==> src/design/uit_pkg.sv <==
// Shared widths, command and status codes for the unique integer table.
package uit_pkg;

  localparam int DEPTH_DEF  = 64;
  localparam int CMD_W      = 3;
  localparam int VAL_W      = 32;
  localparam int IDX_W      = 6;
  localparam int STAT_W     = 2;
  localparam int POS_W      = 6;
  localparam int CNT_W      = 7;
  localparam int CAP_W      = 7;
  localparam int IN_DATA_W  = 40;
  localparam int OUT_DATA_W = 48;

  localparam logic [CAP_W-1:0] CAP_RESET = 7'd64;

  typedef enum logic [CMD_W-1:0] {
    CMD_CLEAR  = 3'd0,
    CMD_APPEND = 3'd1,
    CMD_UNIQUE = 3'd2,
    CMD_FIND   = 3'd3,
    CMD_READ   = 3'd4
  } cmd_t;

  typedef enum logic [STAT_W-1:0] {
    ST_OK      = 2'd0,
    ST_PRESENT = 2'd1,
    ST_FULL    = 2'd2,
    ST_MISS    = 2'd3
  } status_t;

endpackage

==> src/design/uit_ram.sv <==
// Generic simple dual-port RAM with one write port and a registered read port.
module uit_ram #(
  parameter int WIDTH = 32,
  parameter int DEPTH = 64,
  parameter int AW    = (DEPTH > 1) ? $clog2(DEPTH) : 1
) (
  input  logic             clk,
  input  logic             we,
  input  logic [AW-1:0]    waddr,
  input  logic [WIDTH-1:0] wdata,
  input  logic             re,
  input  logic [AW-1:0]    raddr,
  output logic [WIDTH-1:0] rdata
);

  logic [WIDTH-1:0] mem [DEPTH];

  always_ff @(posedge clk) begin
    if (we) begin
      mem[waddr] <= wdata;
    end
    if (re) begin
      rdata <= mem[raddr];
    end
  end

endmodule

==> src/design/unique_integer_table.sv <==
// Top level of the unique integer table: command decode, search sequencer and result register.
//
// Usage: each item on the in_ channel is one command (clear, append, append
// unique, find, read) and gives exactly one item on the out_ channel. The
// entries live in one RAM with a registered read; searches walk the filled
// entries one RAM read per cycle, lowest position first.
// One command is in work at a time; the next is accepted once the result
// has moved into the output register, which holds it until out_tready.
// A stalled receiver therefore lets at most one further command be accepted.
// Reset empties the table (fill count zero) and sets capacity to 64; the
// RAM contents are not cleared since only written entries are ever read.
// The cfg_ channel writes capacity at any time and is always ready; it is
// meant to be written while no command is in work.
module unique_integer_table #(
  parameter int DEPTH = uit_pkg::DEPTH_DEF
) (
  input  logic                           clk,
  input  logic                           rst_n,
  // in_tdata: value[31:0], index[37:32], zero fill [39:38]
  input  logic                           in_tvalid,
  output logic                           in_tready,
  input  logic [uit_pkg::IN_DATA_W-1:0]  in_tdata,
  // in_tuser: cmd[2:0]
  input  logic [uit_pkg::CMD_W-1:0]      in_tuser,
  // out_tdata: position[5:0], data[37:6], entry_count[44:38], zero fill [47:45]
  output logic                           out_tvalid,
  input  logic                           out_tready,
  output logic [uit_pkg::OUT_DATA_W-1:0] out_tdata,
  // out_tuser: status[1:0]
  output logic [uit_pkg::STAT_W-1:0]     out_tuser,
  input  logic                           cfg_valid,
  output logic                           cfg_ready,
  input  logic [uit_pkg::CAP_W-1:0]      cfg_data
);
  import uit_pkg::*;

  localparam int AW   = (DEPTH > 1) ? $clog2(DEPTH) : 1;
  localparam int CW   = $clog2(DEPTH + 1);
  localparam int CMPW = (CW > CAP_W) ? CW : CAP_W;
  localparam logic [CMPW-1:0] DEPTH_C = CMPW'(DEPTH);

  typedef enum logic [1:0] {S_IDLE, S_SCAN, S_RDWAIT, S_DONE} state_t;

  state_t           state_r;
  logic [CW-1:0]    count_r;
  logic [CAP_W-1:0] cap_r;
  cmd_t             cmd_r;
  logic [VAL_W-1:0] val_r;
  logic [CW-1:0]    iss_r;
  logic             cmp_v_r;
  logic [AW-1:0]    cmp_addr_r;
  status_t          res_status_r;
  logic [POS_W-1:0] res_pos_r;
  logic [VAL_W-1:0] res_data_r;
  logic             out_valid_r;
  status_t          out_status_r;
  logic [POS_W-1:0] out_pos_r;
  logic [VAL_W-1:0] out_data_r;
  logic [CNT_W-1:0] out_cnt_r;

  cmd_t             in_cmd;
  logic [VAL_W-1:0] in_value;
  logic [IDX_W-1:0] in_index;
  logic             accept;
  logic [CMPW-1:0]  limit;
  logic             full;
  logic             idx_ok;
  logic             issue;
  logic             hit;
  logic             miss;
  logic             out_load;
  logic             ram_we;
  logic [AW-1:0]    ram_waddr;
  logic [VAL_W-1:0] ram_wdata;
  logic             ram_re;
  logic [AW-1:0]    ram_raddr;
  logic [VAL_W-1:0] ram_rdata;

  assign in_cmd   = cmd_t'(in_tuser);
  assign in_value = in_tdata[VAL_W-1:0];
  assign in_index = in_tdata[VAL_W+IDX_W-1:VAL_W];
  assign accept   = in_tvalid && in_tready;
  assign in_tready = (state_r == S_IDLE);
  assign cfg_ready = 1'b1;

  always_comb begin
    limit    = (CMPW'(cap_r) < DEPTH_C) ? CMPW'(cap_r) : DEPTH_C;
    full     = (CMPW'(count_r) >= limit);
    idx_ok   = (CMPW'(in_index) < CMPW'(count_r));
    issue    = (state_r == S_SCAN) && (iss_r < count_r);
    hit      = (state_r == S_SCAN) && cmp_v_r && (ram_rdata == val_r);
    // Nothing left to issue and the last compare missed: the value is absent.
    miss     = (state_r == S_SCAN) && !hit && !issue;
    out_load = (state_r == S_DONE) && (!out_valid_r || out_tready);

    ram_we    = 1'b0;
    ram_wdata = in_value;
    ram_waddr = count_r[AW-1:0];
    if (accept && (in_cmd == CMD_APPEND) && !full) begin
      ram_we = 1'b1;
    end else if (miss && (cmd_r == CMD_UNIQUE) && !full) begin
      ram_we    = 1'b1;
      ram_wdata = val_r;
    end

    ram_re    = 1'b0;
    ram_raddr = iss_r[AW-1:0];
    if (accept && (in_cmd == CMD_READ) && idx_ok) begin
      ram_re    = 1'b1;
      ram_raddr = AW'(in_index);
    end else if (issue) begin
      ram_re = 1'b1;
    end
  end

  uit_ram #(
    .WIDTH (VAL_W),
    .DEPTH (DEPTH),
    .AW    (AW)
  ) u_ram (
    .clk   (clk),
    .we    (ram_we),
    .waddr (ram_waddr),
    .wdata (ram_wdata),
    .re    (ram_re),
    .raddr (ram_raddr),
    .rdata (ram_rdata)
  );

  always_ff @(posedge clk) begin
    if (!rst_n) begin
      state_r     <= S_IDLE;
      count_r     <= '0;
      cap_r       <= CAP_RESET;
      iss_r       <= '0;
      cmp_v_r     <= 1'b0;
      out_valid_r <= 1'b0;
    end else begin
      if (cfg_valid && cfg_ready) begin
        cap_r <= cfg_data;
      end
      if (out_valid_r && out_tready && !out_load) begin
        out_valid_r <= 1'b0;
      end

      case (state_r)
        S_IDLE: begin
          if (accept) begin
            cmd_r   <= in_cmd;
            val_r   <= in_value;
            iss_r   <= '0;
            cmp_v_r <= 1'b0;
            case (in_cmd)
              CMD_CLEAR: begin
                count_r      <= '0;
                res_status_r <= ST_OK;
                res_pos_r    <= '0;
                res_data_r   <= '0;
                state_r      <= S_DONE;
              end
              CMD_APPEND: begin
                res_data_r <= '0;
                state_r    <= S_DONE;
                if (full) begin
                  res_status_r <= ST_FULL;
                  res_pos_r    <= '0;
                end else begin
                  res_status_r <= ST_OK;
                  res_pos_r    <= POS_W'(count_r);
                  count_r      <= count_r + 1'b1;
                end
              end
              CMD_UNIQUE, CMD_FIND: begin
                res_status_r <= ST_OK;
                res_pos_r    <= '0;
                res_data_r   <= '0;
                state_r      <= S_SCAN;
              end
              CMD_READ: begin
                res_pos_r <= in_index;
                if (idx_ok) begin
                  res_status_r <= ST_OK;
                  res_data_r   <= '0;
                  state_r      <= S_RDWAIT;
                end else begin
                  res_status_r <= ST_MISS;
                  res_data_r   <= '1;
                  state_r      <= S_DONE;
                end
              end
              default: begin
                res_status_r <= ST_OK;
                res_pos_r    <= '0;
                res_data_r   <= '0;
                state_r      <= S_DONE;
              end
            endcase
          end
        end
        S_SCAN: begin
          if (issue) begin
            iss_r <= iss_r + 1'b1;
          end
          cmp_v_r    <= issue;
          cmp_addr_r <= iss_r[AW-1:0];
          if (hit) begin
            res_status_r <= (cmd_r == CMD_UNIQUE) ? ST_PRESENT : ST_OK;
            res_pos_r    <= POS_W'(cmp_addr_r);
            state_r      <= S_DONE;
          end else if (miss) begin
            state_r <= S_DONE;
            if (cmd_r == CMD_FIND) begin
              res_status_r <= ST_MISS;
            end else if (full) begin
              res_status_r <= ST_FULL;
            end else begin
              res_pos_r <= POS_W'(count_r);
              count_r   <= count_r + 1'b1;
            end
          end
        end
        S_RDWAIT: begin
          res_data_r <= ram_rdata;
          state_r    <= S_DONE;
        end
        S_DONE: begin
          if (out_load) begin
            out_valid_r  <= 1'b1;
            out_status_r <= res_status_r;
            out_pos_r    <= res_pos_r;
            out_data_r   <= res_data_r;
            out_cnt_r    <= CNT_W'(count_r);
            state_r      <= S_IDLE;
          end
        end
        default: begin
          state_r <= S_IDLE;
        end
      endcase
    end
  end

  assign out_tvalid = out_valid_r;
  assign out_tuser  = out_status_r;
  assign out_tdata  = {3'b000, out_cnt_r, out_data_r, out_pos_r};

  a_count_bound: assert property (@(posedge clk) disable iff (!rst_n)
    CMPW'(count_r) <= DEPTH_C)
    else $error("fill count exceeds table depth");

  a_write_not_full: assert property (@(posedge clk) disable iff (!rst_n)
    ram_we |-> !full)
    else $error("entry written while table is at its limit");

  a_scan_bound: assert property (@(posedge clk) disable iff (!rst_n)
    iss_r <= count_r)
    else $error("search issued past the filled entries");

  a_count_on_append: assert property (@(posedge clk) disable iff (!rst_n)
    ram_we |=> (count_r == $past(count_r) + 1'b1))
    else $error("fill count did not advance after a store");

endmodule

==> config.mk <==
export PLATFORM = sky130hd
export DESIGN_NAME = unique_integer_table
export DESIGN_NICKNAME = d
export VERILOG_FILES = /design/src/design/uit_pkg.sv /design/src/design/uit_ram.sv /design/src/design/unique_integer_table.sv
export SDC_FILE = /design/constraint.sdc
export NUM_CORES = 2
export LEC_CHECK = 0
export BUFFER_PORTS_ARGS = -buffer_cell sky130_fd_sc_hd__buf_2
export CAP_MARGIN = 20
export CELL_PAD_IN_SITES_DETAIL_PLACEMENT = 1
export CELL_PAD_IN_SITES_GLOBAL_PLACEMENT = 2
export CORE_MARGIN = 5
export CORE_UTILIZATION = 54
export CTS_CLUSTER_SIZE = 10
export DETAILED_ROUTE_END_ITERATION = 8
export GPL_ROUTABILITY_DRIVEN = 0
export PLACE_DENSITY_LB_ADDON = 0.2
export SETUP_SLACK_MARGIN = 0.5
export SYNTH_ARGS = -nofsm -noshare
export SYNTH_HDL_FRONTEND = slang
export SYNTH_HIERARCHICAL = 1
export SYNTH_SLANG_ARGS = --single-unit
export TNS_END_PERCENT = 5
==> constraint.sdc <==
create_clock -name clk -period 10.8 [get_ports clk]
set_input_delay 2.16 -clock clk [delete_from_list [all_inputs] [get_ports clk]]
set_output_delay 2.16 -clock clk [all_outputs]
set_load 0.005 [all_outputs]
; ---- Word level (Yosys, flattened, before mapping)
; Memories as Yosys holds them, arrays and structs flattened. A register that Yosys moved wholly into a read port is not among the register bits.
; Cells that the tools add are included.
[word_totals]
ff_bits = 153
ramBits = 2048
inputBits = 55
output_inout_bits = 53
wordCells = 134
memories = 1
[op_classes]
add_sub_neg = 2
magnitude_cmp = 4
n_eq_ne = 21
muxes = 54
reduce_logical = 36
[memory_table]
columns = memory, depth, word_bits, read_ports, rd_ports_with_merged_regs, write_ports, line
row1 = u_ram.mem, 64, 32, 1, 1, 1, uit_ram.sv:16  ; logic [WIDTH-1:0] mem [DEPTH];
[op_table]
columns = cell, count
row1 = 32-bit two-way mux, 5
row2 = 32-bit case mux with 2 select lines, 1
row3 = 7-bit two-way mux, 8
row4 = 6-bit two-way mux, 7
row5 = 7-bit case mux with 2 select lines, 3
row6 = 32-bit == test, 1
row7 = 6-bit case mux with 2 select lines, 2
row8 = 2-bit two-way mux, 11
row9 = 1-bit logical AND, 15
row10 = 3-bit AND reduction, 5
row11 = 7-bit by 1-bit adder with 7-bit output (second input constant), 2
row12 = 3-bit by 2-bit == test with 1-bit output (second input constant), 4
row13 = 1-bit two-way mux, 12
row14 = 2-bit case mux with 2 select lines, 3
row15 = 6-bit AND reduction, 2
row16 = 2-bit != test (second input constant), 5
row17 = 3-bit != test (second input constant), 3
row18 = 2-bit case mux with 4 select lines, 1
row19 = 7-bit >= comparator, 1
row20 = 6-bit by 7-bit less-than comparator with 1-bit output, 1
row21 = 7-bit less-than comparator, 1
row22 = 7-bit less-than comparator (second input constant), 1
row23 = 1-bit zero test, 5
row24 = 5-bit AND reduction, 1
row25 = other kinds (14), 17

; ---- Logic depth before layout (Yosys ltp)
[depth]
ltp_word = 12
ltp_mapped = 17

; ---- Hierarchy
; The synthesis kept the hierarchy.
[by_module_without_submodules]
columns = mod, instances, cells_per_inst, area_per_inst_um2, seq_area_each_um2
row1 = uit_ram, 1, 3572, 79207.2, 62459.9
row2 = unique_integer_table, 1, 564, 7119.3, 4344.2

; ---- Worst setup path before layout
; Ideal clock, no wire load.
[synth_path]
path_kind = input to register
from = input port in_tuser[1] (netlist bit)
to = memory u_ram.mem[42][0] (enable)
setup_ps = 461
arrival_ps = 5464
path_slack_ps = 4875
stages = 7
cell_sequence = nor2_1 > and2_1 > nand4_1 > o21ai_0 > clkbuf_1 > nand4b_1 > nor3_1
[synth_via]
elab_chain_len = 6
[synth_lines]
columns = item, line
row1 = from (decl), unique_integer_table.sv:24  ; input logic [uit_pkg::CMD_W-1:0] in_tuser,
row2 = 3-bit by 1-bit == test with 1-bit output, unique_integer_table.sv:99  ; if (accept && (in_cmd == CMD_APPEND) && !full) begin
row3 = 1-bit logical AND (2 in series), unique_integer_table.sv:99
row4 = 1-bit two-way mux, unique_integer_table.sv:99
row5 = net ram_we, unique_integer_table.sv:72  ; logic ram_we;
row6 = 1-bit two-way mux, uit_ram.sv:19  ; if (we) begin
row7 = 1-bit two-way mux (not written as such), uit_ram.sv:20  ; mem[waddr] <= wdata;
row8 = to (decl), uit_ram.sv:16
; The timed path passes the listed nets, and every way through them passes these cells.

; ---- Final worst setup path
[layout_path]
from = input port in_tdata[36] (netlist bit)
to = register u_ram.rdata[6] (read register of u_ram.mem) (data pin)
[layout_via]
elab_chain_len = 3
word_cells_on_any_way = 4
[layout_lines]
columns = item, line
row1 = from (decl), unique_integer_table.sv:22  ; input logic [uit_pkg::IN_DATA_W-1:0] in_tdata,
row2 = 6-bit by 7-bit less-than comparator with 1-bit output, unique_integer_table.sv:89  ; idx_ok = (CMPW'(in_index) < CMPW'(count_r));
row3 = 1-bit logical AND, unique_integer_table.sv:108  ; if (accept && (in_cmd == CMD_READ) && idx_ok) begin
row4 = 6-bit two-way mux, unique_integer_table.sv:108
row5 = net ram_raddr[2], unique_integer_table.sv:76  ; logic [AW-1:0] ram_raddr;
row6 = to (decl), uit_ram.sv:13  ; output logic [WIDTH-1:0] rdata
; The timed path passes the listed nets, and every way through them passes these cells.
; A chain may end at the register's enable or synchronous reset.

==> metrics.yaml <==
postCtsHoldBufs: 0
clock_sinks: 2233
slew_viol_final: 0
path_clk_slew_ns: 0.05
drv_cap: 0
cts.path.max_buffers: 4
pwr_density_cell_nw_per_um2: 193.2
worstSetupPathType: "in2reg"
routed_wl_um: 245500
wl_per_cell_um: 37.36
cp-end-kind: "flip-flop"
synth-edff-count: 2208
grt_overflow: 0
yosys.cell_types.count: 72
area_growth_pct: 13.15
h-tree-depth: 5
max-slew-margin-rel: 0.2095
tns_ns: 0
syn_avg_cell_area_sq_um: 20.87
fmax_mhz: 142.7
hold_violations: 0
grt_max_degree: 94
start_util: 0.5438
rsz0062_at_grt: "false"
synth_ff_type: "edfxtp_1"
status: "completed"
cts_root_buf: "clkbuf_16"
min_path_type: "reg2reg"
syn-cell-area_sq_um: 86330
dp.cells: 6227
synthCells: 4136
final_common_cell: "edfxtp_1"
grt_util_all_layers: 0.2948
start_kind: "input port"
drive_gt1_frac: 0.2597
grt_first_pass_wirelength_um: 350500
layout_common_cells: "edfxtp_1 (2,208), mux4_2 (446), clkbuf_16 (285)"
clkLatencyLatePin_ns: 0.90
ant_nets: 0
ios: 108
post-route-period-util: 0.6488
rows: 146
crit_required_ns: 11.45
final-setup-viol-count: 0
viasPerCell: 6.827
nets: 4527
die_h_um: 409.8
async_reset_ff_frac: 0
p_total_mw: 18.87
cp_max_fo: 86
vias: 44870
io_buffers: 101
tightest_slew_ns: 1.186
cts_resized: 0
final_util: 0.6153
post_cts_buffers: 0
die-area_sq_um: 168000
grt_pass1_vias: 46550
drtPass1Iterations: 5
ir_drop_mv: 0.1969
holdWs_ns: 0.4166
fin_cells: 6572
static-leakage-power_nw: 29.81
hpwl_um: 137300
fin_crit_ns: 7.008
arrival_ns: 7.65
cts_buffers: 276
grt_antenna_before_repair: 19
die_width_um: 409.8
core_area_sq_um: 158700
drc_errors: 0
ys.warnings.count: 6
ys_ff_latch: 2233
synth.yosys.seq_area_share: 0.7739
cts_tree: "done"
fin_skew_ns: 0.05371
drtIter0Drc: 5961
fillers: 12880
worst paths after layout:
path | start | end | slack [ns] | cells after the start
worst min register to register | res_pos_r[3]$_DFFE_PP_ | out_pos_r[3]$_DFFE_PP_ | 0.42 | 0
worst max register to register | count_r[5]$_SDFFE_PN0P_ | u_ram/rdata[6]$_DFFE_PP_ | 4.71 | 14
worst max-delay path | in_tdata[36] | u_ram/rdata[6]$_DFFE_PP_ | 3.79 | 14
worst min-delay path | res_pos_r[3]$_DFFE_PP_ | out_pos_r[3]$_DFFE_PP_ | 0.42 | 0
cells in the mapped netlist (all sizes together), types with 23 or more instances:
cell type	count	area, sq um
nand4	50	312.8
mux2	56	630.6
nor2	107	401.6
a211oi	23	190.2
nor2b	38	237.7
nand2	188	705.7
mux2i	136	1361
o21ai	55	279.0
xor2	31	271.5
buf	123	869.6
dfxtp	25	500.5
o22ai	67	419.2
mux4	446	10040
a22oi	79	593.1
o221ai	44	385.4
ha	25	312.8
nand3	83	415.4
edfxtp	2208	66300
clkbuf	115	431.7
sequential cells by signal, summed over array words and instances, names as in the netlist:
register      flops
iss_r             7
count_r           7
cmd_r             3
val_r            32
res_pos_r         6
res_status_r      2
cmp_v_r           1
out_tuser         2
out_pos_r         6
state_r           2
cmp_addr_r        6
cap_r             7
u_ram/mem      2048
out_data_r       32
out_tvalid        1
u_ram/rdata      32
out_cnt_r         7
res_data_r       32
routing by layer:
| layer | GRT usage | routed length, um | share of wire | up-vias |
|---|---|---|---|---|
| met5 | 0 | 13 | 0.000053 | - |
| met4 | 0.1052 | 9399 | 0.038 | 2 |
| li1 | - | - | - | 17770 |
| met1 | 0.4122 | 94920 | 0.39 | 24110 |
| met3 | 0.06268 | 23690 | 0.096 | 432 |
| met2 | 0.4671 | 117500 | 0.48 | 2554 |
report_power, final:
part	switching, mW	internal, mW	total [mW]
clock	3.24	4.69	7.93
sequential	0.0482	9.75	9.80
combinational	0.776	0.370	1.15
worst max-delay path, stage by stage:
cell      delay, ns
buf_2          0.13
ha_1           0.31
a21o_1         0.18
a21o_1         0.18
a211o_1        0.32
a211oi_2       0.84
nand2_1        0.24
o21ai_4        0.42
buf_12         0.45
buf_4          0.73
nand2_1        0.55
o221ai_1       0.40
o22ai_1        0.28
and3_1         0.24
final cells by class:
class	instances	area (sq um)	share of cell area
inverter	18	67.56	0.0006917
clock inverter	8	80.08	0.0008198
sequential	2233	66800	0.6839
timing repair buffer	269	2064	0.02114
multi-input combinational	1649	18800	0.1925
clock buffer	313	7247	0.07419
antenna	10	25.02	0.0002562
tap	2072	2592	0.02654
cell families (layout without fill, tap and decap cells):
logic type | after synthesis | count (layout) | synth area share
buffers and inverters | 256 | 608 | 0.01586
adder cells (fa/ha/maj) | 25 | 25 | 0.003623
AND/OR/NAND/NOR | 571 | 571 | 0.03235
flip-flops | 2233 | 2233 | 0.7739
AO/OA/AOI/OAI | 376 | 376 | 0.03125
other | 2 | 14 | 0.00008700
XOR/XNOR | 35 | 35 | 0.003551
multiplexers | 638 | 638 | 0.1394
through the flow:
| step | cell area (sq um) | setup WS [ns] |
|---|---|---|
| final | 97680 | 3.792 |
| after global routing | 97670 | 3.673 |
| after CTS | 97400 | 3.766 |
| after detailed placement | 90080 | 2.842 |
| after global placement | 90060 | 2.853 |
| after floorplan | 86330 | 4.875 |
Power figures use the tool's default switching activity.
